File: config.mk
export PLATFORM = sky130hd
export DESIGN_NAME = shell_command_tokenizer_core
export DESIGN_NICKNAME = d
export VERILOG_FILES = /design/src/hdl/sct_pkg.sv /design/src/hdl/shell_command_tokenizer_core.sv
export SDC_FILE = /design/constraint.sdc
export NUM_CORES = 1
export LEC_CHECK = 0
export BUFFER_PORTS_ARGS = -buffer_cell sky130_fd_sc_hd__buf_2
export CORE_MARGIN = 1.5
export CORE_UTILIZATION = 30
export DETAILED_ROUTE_END_ITERATION = 12
export PLACE_DENSITY = 0.51
export SKIP_CTS_REPAIR_TIMING = 1
export SYNTH_ARGS = -nofsm -noshare
export SYNTH_HDL_FRONTEND = slang
export SYNTH_SLANG_ARGS = --single-unit
File: constraint.sdc
create_clock -name clk -period 7.81 [get_ports clk]
set_clock_uncertainty 0.1 [all_clocks]
set_input_delay 0.781 -clock clk [delete_from_list [all_inputs] [get_ports clk]]
set_output_delay 0.781 -clock clk [all_outputs]
set_load 0.005 [all_outputs]
File: src/hdl/sct_pkg.sv
// Shared types, constants and helpers for the shell command tokenizer.
// No dependencies; the tokenizer core imports this package.
package sct_pkg;

  // Default word limit per command.
  localparam int unsigned MAX_WORDS_DEF = 63;

  // Saturation value of the reported word count.
  localparam logic [5:0] WORD_COUNT_SAT = 6'd63;

  // Error codes carried on the result channel.
  localparam logic [2:0] ERR_NONE     = 3'd0;
  localparam logic [2:0] ERR_SQUOTE   = 3'd1;
  localparam logic [2:0] ERR_DQUOTE   = 3'd2;
  localparam logic [2:0] ERR_ESCAPE   = 3'd3;
  localparam logic [2:0] ERR_TOO_MANY = 3'd4;

  // Characters with a special meaning to the splitter.
  localparam logic [7:0] CH_NUL       = 8'h00;
  localparam logic [7:0] CH_NEWLINE   = 8'h0A;
  localparam logic [7:0] CH_SPACE     = 8'h20;
  localparam logic [7:0] CH_SEMICOLON = 8'h3B;
  localparam logic [7:0] CH_SQUOTE    = 8'h27;
  localparam logic [7:0] CH_DQUOTE    = 8'h22;
  localparam logic [7:0] CH_BACKSLASH = 8'h5C;

  // One result beat.
  typedef struct packed {
    logic [7:0] byte_val;
    logic       byte_valid;
    logic       word_end;
    logic       command_end;
    logic [5:0] word_count;
    logic [2:0] error_code;
  } res_t;

  // Space, tab, newline, vertical tab, form feed and carriage return.
  function automatic logic is_blank(input logic [7:0] b);
    is_blank = (b == CH_SPACE) || ((b >= 8'h09) && (b <= 8'h0D));
  endfunction

endpackage

File: src/hdl/shell_command_tokenizer_core.sv
// Shell command tokenizer: splits a byte stream into words and commands.
// Depends on sct_pkg for result type, error codes and character constants.
//
//   Channel  Direction  Ports                                   Handshake
//   in       input      in_byte                                 in_valid / in_stall
//   out      output     out_byte, out_byte_valid, out_word_end,  out_valid / out_stall
//                       out_command_end, out_word_count, out_error_code
//
// One byte is taken per clock while in_stall is low; the parser state updates in the cycle it is taken.
// A result is written into the output register as its byte is accepted,
// unless the output register still holds a stalled beat.
// A one-beat skid register lets the input keep flowing while a result is stalled;
// in_stall rises only when both output register and skid register are occupied.
// Synchronous active-low reset returns the parser to the start of a command.
module shell_command_tokenizer_core #(
  parameter int unsigned MAX_WORDS = sct_pkg::MAX_WORDS_DEF
) (
  input  logic       clk,
  input  logic       rst_n,
  input  logic       in_valid,
  output logic       in_stall,
  input  logic [7:0] in_byte,
  output logic       out_valid,
  input  logic       out_stall,
  output logic [7:0] out_byte,
  output logic       out_byte_valid,
  output logic       out_word_end,
  output logic       out_command_end,
  output logic [5:0] out_word_count,
  output logic [2:0] out_error_code
);
  import sct_pkg::*;

  localparam int unsigned CW = $clog2(MAX_WORDS + 1);
  localparam logic [CW-1:0] MAX_WORDS_C = CW'(MAX_WORDS);

  typedef enum logic [2:0] {
    M_NORMAL,
    M_SQUOTE,
    M_DQUOTE,
    M_ESC,
    M_ESC_DQ
  } mode_t;

  // Parser state.
  mode_t         mode_r, mode_nxt;
  logic          word_open_r, word_open_nxt;
  logic [CW-1:0] words_r, words_nxt;
  logic          cmd_start_r, cmd_start_nxt;

  // Output register and skid register.
  res_t head_r, head_nxt, skid_r;
  logic head_valid_r, head_valid_nxt, skid_valid_r, skid_valid_nxt;

  logic in_acc, pop, push;
  res_t res;
  logic res_valid;
  logic end_line, term;
  logic [8:0] cnt_ext;

  assign in_stall = skid_valid_r;
  assign in_acc   = in_valid && !in_stall;
  assign end_line = (in_byte == CH_NUL) || (in_byte == CH_NEWLINE);
  assign term     = end_line || (in_byte == CH_SEMICOLON);
  assign cnt_ext  = 9'(words_r);

  // Parse one byte against the current state.
  always_comb begin
    mode_nxt      = mode_r;
    word_open_nxt = word_open_r;
    words_nxt     = words_r;
    cmd_start_nxt = cmd_start_r;
    res           = '0;
    res_valid     = 1'b0;
    if (cmd_start_r && (term || is_blank(in_byte))) begin
      // Skip separators before the first word of a command.
    end else begin
      cmd_start_nxt = 1'b0;
      case (cmd_start_r ? M_NORMAL : mode_r)
        M_SQUOTE: begin
          if (end_line) begin
            res.error_code = ERR_SQUOTE;
            res_valid      = 1'b1;
            mode_nxt       = M_NORMAL;
            word_open_nxt  = 1'b0;
            words_nxt      = '0;
            cmd_start_nxt  = 1'b1;
          end else if (in_byte == CH_SQUOTE) begin
            mode_nxt = M_NORMAL;
          end else begin
            res.byte_val   = in_byte;
            res.byte_valid = 1'b1;
            res_valid      = 1'b1;
          end
        end
        M_DQUOTE: begin
          if (end_line) begin
            res.error_code = ERR_DQUOTE;
            res_valid      = 1'b1;
            mode_nxt       = M_NORMAL;
            word_open_nxt  = 1'b0;
            words_nxt      = '0;
            cmd_start_nxt  = 1'b1;
          end else if (in_byte == CH_DQUOTE) begin
            mode_nxt = M_NORMAL;
          end else if (in_byte == CH_BACKSLASH) begin
            mode_nxt = M_ESC_DQ;
          end else begin
            res.byte_val   = in_byte;
            res.byte_valid = 1'b1;
            res_valid      = 1'b1;
          end
        end
        M_ESC, M_ESC_DQ: begin
          if (end_line) begin
            res.error_code = ERR_ESCAPE;
            res_valid      = 1'b1;
            mode_nxt       = M_NORMAL;
            word_open_nxt  = 1'b0;
            words_nxt      = '0;
            cmd_start_nxt  = 1'b1;
          end else begin
            mode_nxt       = (mode_r == M_ESC) ? M_NORMAL : M_DQUOTE;
            res.byte_val   = in_byte;
            res.byte_valid = 1'b1;
            res_valid      = 1'b1;
          end
        end
        default: begin
          mode_nxt = M_NORMAL;
          if (term || is_blank(in_byte)) begin
            if (word_open_r && (words_r >= MAX_WORDS_C)) begin
              // Closing this word would exceed the word limit.
              res.error_code = ERR_TOO_MANY;
              res_valid      = 1'b1;
              word_open_nxt  = 1'b0;
              words_nxt      = '0;
              cmd_start_nxt  = 1'b1;
            end else if (term) begin
              res.word_end    = word_open_r;
              res.command_end = 1'b1;
              if (cnt_ext + 9'(word_open_r) > 9'(WORD_COUNT_SAT)) begin
                res.word_count = WORD_COUNT_SAT;
              end else begin
                res.word_count = 6'(cnt_ext + 9'(word_open_r));
              end
              res_valid     = 1'b1;
              word_open_nxt = 1'b0;
              words_nxt     = '0;
              cmd_start_nxt = 1'b1;
            end else if (word_open_r) begin
              res.word_end  = 1'b1;
              res_valid     = 1'b1;
              word_open_nxt = 1'b0;
              words_nxt     = words_r + CW'(1);
            end
          end else begin
            word_open_nxt = 1'b1;
            if (in_byte == CH_BACKSLASH) begin
              mode_nxt = M_ESC;
            end else if (in_byte == CH_SQUOTE) begin
              mode_nxt = M_SQUOTE;
            end else if (in_byte == CH_DQUOTE) begin
              mode_nxt = M_DQUOTE;
            end else begin
              res.byte_val   = in_byte;
              res.byte_valid = 1'b1;
              res_valid      = 1'b1;
            end
          end
        end
      endcase
    end
  end

  // Result queue: output register backed by one skid register.
  assign pop  = head_valid_r && !out_stall;
  assign push = in_acc && res_valid;

  always_comb begin
    head_nxt       = head_r;
    head_valid_nxt = head_valid_r;
    skid_valid_nxt = skid_valid_r;
    if (pop) begin
      if (skid_valid_r) begin
        head_nxt       = skid_r;
        skid_valid_nxt = 1'b0;
      end else begin
        head_nxt       = res;
        head_valid_nxt = push;
      end
    end else if (!head_valid_r) begin
      head_nxt       = res;
      head_valid_nxt = push;
    end else if (push) begin
      skid_valid_nxt = 1'b1;
    end
  end

  // Control state.
  always_ff @(posedge clk) begin
    if (!rst_n) begin
      mode_r       <= M_NORMAL;
      word_open_r  <= 1'b0;
      words_r      <= '0;
      cmd_start_r  <= 1'b1;
      head_valid_r <= 1'b0;
      skid_valid_r <= 1'b0;
    end else begin
      if (in_acc) begin
        mode_r      <= mode_nxt;
        word_open_r <= word_open_nxt;
        words_r     <= words_nxt;
        cmd_start_r <= cmd_start_nxt;
      end
      head_valid_r <= head_valid_nxt;
      skid_valid_r <= skid_valid_nxt;
    end
  end

  // Result payload registers.
  always_ff @(posedge clk) begin
    head_r <= head_nxt;
    if (push && head_valid_r && !pop) begin
      skid_r <= res;
    end
  end

  assign out_valid       = head_valid_r;
  assign out_byte        = head_r.byte_val;
  assign out_byte_valid  = head_r.byte_valid;
  assign out_word_end    = head_r.word_end;
  assign out_command_end = head_r.command_end;
  assign out_word_count  = head_r.word_count;
  assign out_error_code  = head_r.error_code;

  // The skid register is only filled behind an occupied output register.
  a_skid_behind_head: assert property (@(posedge clk) disable iff (!rst_n)
    skid_valid_r |-> head_valid_r)
    else $error("skid register holds a beat while the output register is empty");

  // At command start nothing of a previous command is left.
  a_clean_start: assert property (@(posedge clk) disable iff (!rst_n)
    cmd_start_r |-> (!word_open_r && (words_r == '0) && (mode_r == M_NORMAL)))
    else $error("parser at command start with leftover word state");

  // The count of closed words never passes the limit.
  a_word_limit: assert property (@(posedge clk) disable iff (!rst_n)
    words_r <= MAX_WORDS_C)
    else $error("word count exceeds the limit");

  // Error beats carry no word or command content.
  a_error_clean: assert property (@(posedge clk) disable iff (!rst_n)
    (out_valid && (out_error_code != ERR_NONE)) |->
      (!out_byte_valid && !out_word_end && !out_command_end && (out_word_count == '0)))
    else $error("error beat carries word content");

endmodule
======== After elaboration in Yosys (flattened, before gate mapping) ========
Cells that the tools add are included.
word-level totals
  bits of input ports ..................... 12
  register bits ........................... 53
  output and inout port bits .............. 22
cells by class
  add/subtract/negate cells ............... 2
  reductions and logical operators ........ 26
  equal/unequal tests ..................... 16
  bitwise gates (word level) .............. 2
  magnitude comparators ................... 4
  muxes and demuxes ....................... 70
operator list
  operator                                                                         count
  9-bit 2-to-1 mux                                                                 10
  20-bit 2-to-1 mux                                                                4
  6-bit 2-to-1 mux                                                                 7
  8-bit by 6-bit equality test with 1-bit output, second input constant            4
  9-bit case mux with 3 select lines                                               1
  1-bit 2-to-1 mux                                                                 26
  3-bit 2-to-1 mux                                                                 7
  3-bit case mux with 3 select lines                                               2
  2-bit 2-to-1 mux                                                                 8
  8-bit 2-to-1 mux                                                                 2
  11-bit 2-to-1 mux                                                                1
  3-bit by 2-bit equality test with 1-bit output, second input constant            3
  9-bit by 6-bit greater-than comparator with 1-bit output, second input constant  1
  8-bit by 4-bit equality test with 1-bit output, second input constant            1
  8-bit by 7-bit equality test with 1-bit output, second input constant            1
  8-bit by 4-bit >= comparator with 1-bit output, second input constant            1
  8-bit by 4-bit <= comparator with 1-bit output, second input constant            1
  1-bit logical AND                                                                8
  8-bit logical NOT                                                                1
  6-bit by 1-bit adder with 7-bit output                                           1
  7-bit 2-to-1 mux                                                                 1
  6-bit by 1-bit adder with 6-bit output, second input constant                    1
  6-bit >= comparator, second input constant                                       1
  5-bit AND reduction                                                              1
  17 further kinds                                                                 26

======== Depth between registers and ports, before layout ========
  depth after elaboration ................. 11
  mapped depth ............................ 9
  gate-level depth less buffers ........... 8

======== Least setup slack after synthesis ========
OpenSTA, ideal clock, no wires.
  path kind ............................... in2reg
  start ................................... in in_byte[0]
  end ..................................... reg skid_r[0] in the netlist's numbering, enable pin
  arrival ................................. 3,338 ps
  buffers on the path ..................... 1
  stages .................................. 8
  path slack .............................. 3,975 ps
  data required time ...................... 7,313 ps
  cells stage by stage .................... buf_2 -> or4b_1 -> a21oi_2 -> o211ai_2 -> nand2_2 -> a21oi_1 -> or4_4 -> nor2_1
on the way
  cells in the longest elaborated chain, start to end .. 11
  elaborated cells between the ends (all ways) .. 31
  classes of those cells .................. 2 x order compare; 6 x eq/ne; 13 x mux; 10 x reduce/logical
RTL lines
  element                                                                                                 line                                 text
  from (decl)                                                                                             shell_command_tokenizer_core.sv:22   input logic [7:0] in_byte,
  parallel branches: the longest is 7 deep, another holds 8-bit by 4-bit >= comparator with 1-bit output  -
  1-bit 2-to-1 mux *                                                                                      shell_command_tokenizer_core.sv:75   if (cmd_start_r && (term || is_blank(in_byte))) begin
  1-bit logical AND *                                                                                     shell_command_tokenizer_core.sv:178  assign push = in_acc && res_valid;
  1-bit logical AND * (2 in series)                                                                       shell_command_tokenizer_core.sv:224  if (push && head_valid_r && !pop) begin
  to (signal assigned)                                                                                    shell_command_tokenizer_core.sv:225  skid_r <= res;
  to (decl)                                                                                               shell_command_tokenizer_core.sv:52   res_t head_r, head_nxt, skid_r;
Every way passes the cells marked *.
A chain may end at the register's enable or synchronous reset.

======== Worst setup path after layout ========
  start ................................... in in_byte[7]
  end ..................................... reg skid_r[10] in the netlist's numbering, enable pin
Same word-level chain as after synthesis.

==> metrics.txt <==
port buffer count 33; share of async-settable or async-resettable flops after synthesis 0; utilization after layout 0.3529; cell with the most instances after synthesis sky130_fd_sc_hd__edfxtp_1; beginning of the worst hold path in_stall; Final Hold Vio Count 0; final sum of negative setup slack 0 ns; ranking of synthesized cells by area sky130_fd_sc_hd__edfxtp_1, sky130_fd_sc_hd__dfxtp_1, sky130_fd_sc_hd__nand2_1; flops & latches, synth 53; post-synthesis sequential area ratio 0.4970; result of the run finished, final reports clean; GRT Util Overall 0.1256; number of clock sinks 53; combinational family with the most area after synthesis simple AND/OR/NAND/NOR gates; Worst Hold Margin 0.3895 ns; end of the worst register-to-register path skid_r[10]; Post-synth top flop sky130_fd_sc_hd__edfxtp_1; power density over the cells 166.9 nW/um2; weighted congestion at the end of routability-driven global placement 0.8645; sort of element at the end of the critical path flop; initial standard-cell utilization of the core 0.3138; post-synthesis simple-gate area fraction 0.2536; global-route track usage on met2 0.1931; Chip Height 102 um; number of remaining DRC errors 0; cell type contributing the most total cell area after synthesis sky130_fd_sc_hd__edfxtp_1; peak ir drop on the vdd network 0.07266 mV; sequential group share of total power 0.576; Floorplan Core Area 9371 um2; wire length reported by the detailed router 6369 um; yosys warns 0; proportion of total power due to net switching 0.2247; initial antenna violation count 0; mux contribution to synthesized area 0.04511; 1st-pass router iterations 5; proportion of power drawn by the clock network 0.341; leakage power 0.001222 uW; H-Tree Level Count 2; GR Util met1 0.1798; Cells after Synth 291; number of enable flip-flop cells after synthesis 40; Final nets 331; number of global-route vias before repair 2007; met3 layer usage reported by global route 0.02120; fillcell total 988; Crit Path Category in -> reg; max-capacitance violation count 0; combined area of all synthesized cells 2940 um2; average vias per placed instance 5.038; cell depth of the worst min-delay path 2; CTS root buf sky130_fd_sc_hd__clkbuf_8; number of cells on the worst reg-to-reg path 8; Adder-Cell Fraction of Synth Area 0.01277; vias post-DR 2247; die area 10400 um2; relative contribution of combinational cells to total power 0.082; start of the worst register-to-register path mode_r[2]; total power of the final layout 552.0 uW; DP Wirelength 4701 um; fmax 0.3041 GHz; Period minus WS final 3.288 ns; worst-margin pin slew 0.8983 ns; Min-Delay Path Class reg -> reg; synthesized-area fraction occupied by ao, oa, aoi and oai cells 0.1396; CTS Buf Count 5; count of pins over their slew limit 0; Worst Path Arrival 3.18 ns; RSZ-0062 raised after global routing false; largest buffer count on any clock path 2; Diodes inserted 0; top cell type's share of synthesized area 0.4085; Syn Area/Cell 10.10 um2; setup slack after placement 4.209 ns; clock edge transition at the registers on the reported setup and hold paths 0.09 ns; Routed WL per cell 14.28 um; setup slack of the most critical reg-to-reg path 4.75 ns; Site Rows 35; area share of xor/xnor cells in the synthesized design 0.01489; Final ANT Viol Nets 0; number of DRC markers in iteration 0 189; I/O pin count 34; pin count of the biggest net entering global routing 23; Die X-Extent 102 um; relative max-transition margin 0.3997; Psw 124.0 uW; Setup-failing EPs final 0; Syn Nets 306; largest driver fanout on the critical path 20; number of unique standard cell types used by synthesis 63; aggregate global routing overflow 0; final worst-path cycle share 0.4211; Clock Latency Late Sink 0.30 ns; list of most frequent post-synthesis cells sky130_fd_sc_hd__edfxtp_1, sky130_fd_sc_hd__nand2_1, sky130_fd_sc_hd__nor2_1; share of layout cells above drive strength 1 0.2271; destination of the worst hold path in_stall; Internal Power 428.0 uW; data required time at the worst endpoint 7.70 ns; CTS tree built; Layout area overhead 12.47%; grt peak-use layer met2; startpoint type of the worst setup path primary input; smallest setup slack after layout 4.522 ns; wire length of the first global-routing pass 10170 um
## worst max-delay path: stages
cell and delay, ns:
sky130_fd_sc_hd__buf_2 0.15, sky130_fd_sc_hd__or3_4 0.41, sky130_fd_sc_hd__nor4b_2 0.48, sky130_fd_sc_hd__nor3_1 0.22, sky130_fd_sc_hd__nand2_2 0.14, sky130_fd_sc_hd__a21oi_1 0.05
sky130_fd_sc_hd__or4_4 0.55, sky130_fd_sc_hd__nor2_1 0.10, sky130_fd_sc_hd__buf_4 0.29
## cell usage in the layout, fill, tap and decap left out, drive strengths merged, types with 3 or more instances in the layout
cell and count:
a21oi 18, a31oi 4, and2 3, and3 3, buf 34, clkbuf 6
dfxtp 13, edfxtp 40, ha 3, inv 8, mux2 10, nand2 40
nand2b 6, nand3 9, nand4b 3, nor2 29, nor3 13, nor3b 4
nor4 4, o211ai 3, o21a 4, o21ai 11, o31ai 4, or2 3
or3 4, xnor2 3
## per-layer routing
metal / share of wire / wire, um
met3: 0.033 / 212
met2: 0.45 / 2854
met1: 0.50 / 3191
met5: 0 / 0
met4: 0.017 / 110
## how the worst max path moves through the flow
stage / startpoint / endpoint / slack, ns / cells after the start
finish: in_byte[7] / skid_r[10] / 4.52 / 9
global route: in_byte[7] / skid_r[17] / 4.37 / 9
CTS: in_byte[7] / skid_r[17] / 4.54 / 9
detailed placement: in_byte[7] / skid_r[18] / 4.21 / 9
global placement: in_byte[7] / skid_r[18] / 4.25 / 9
floorplan: in_byte[0] / skid_r[0] / 3.98 / 8
## flip-flops by register name, summed over array words and instances, names as in the netlist, 3 cells and up
register        count
skid_r             20
out_byte            8
out_word_count      6
words_r             6
mode_r              3
out_error_code      3
## cells by family (layout without fill, tap and decap cells)
| kind of cell | after synthesis | in the layout |
|---|---|---|
| mux | 12 | 12 |
| flops | 53 | 53 |
| fa+ha+maj | 3 | 3 |
| xor+xnor | 5 | 5 |
| compound gates | 60 | 60 |
| simple gates | 134 | 134 |
| buf+inv | 24 | 50 |
## final cells by class
| class | instances | area [um2] | area share |
|---|---|---|---|
| clock inverters | 2 | 38.79 | 0.01173 |
| multi-input cells | 214 | 1370 | 0.4143 |
| inverters | 8 | 30.03 | 0.009081 |
| clock buffers | 6 | 72.57 | 0.02194 |
| flip-flops and latches | 53 | 1461 | 0.4419 |
| repair buffers | 34 | 172.7 | 0.05221 |
| well taps | 129 | 161.4 | 0.04881 |
## stage by stage
step           std cells  area (um2)
2_1_floorplan        291        2940
3_3_place_gp         438        3196
3_5_place_dp         438        3196
4_1_cts              446        3307
5_1_grt              446        3307
6_report             446        3307
## power by group through the flow
stage               sequential (uW)  combinational, uW  clock, uW
global route                    319               51.1        206
floorplan                       324               29.0          0
detailed placement              324               45.7          0
CTS                             318               46.0        196
global placement                324               45.8          0
finish                          318               45.5        188
Note: power is estimated with default switching activity, not from simulation.
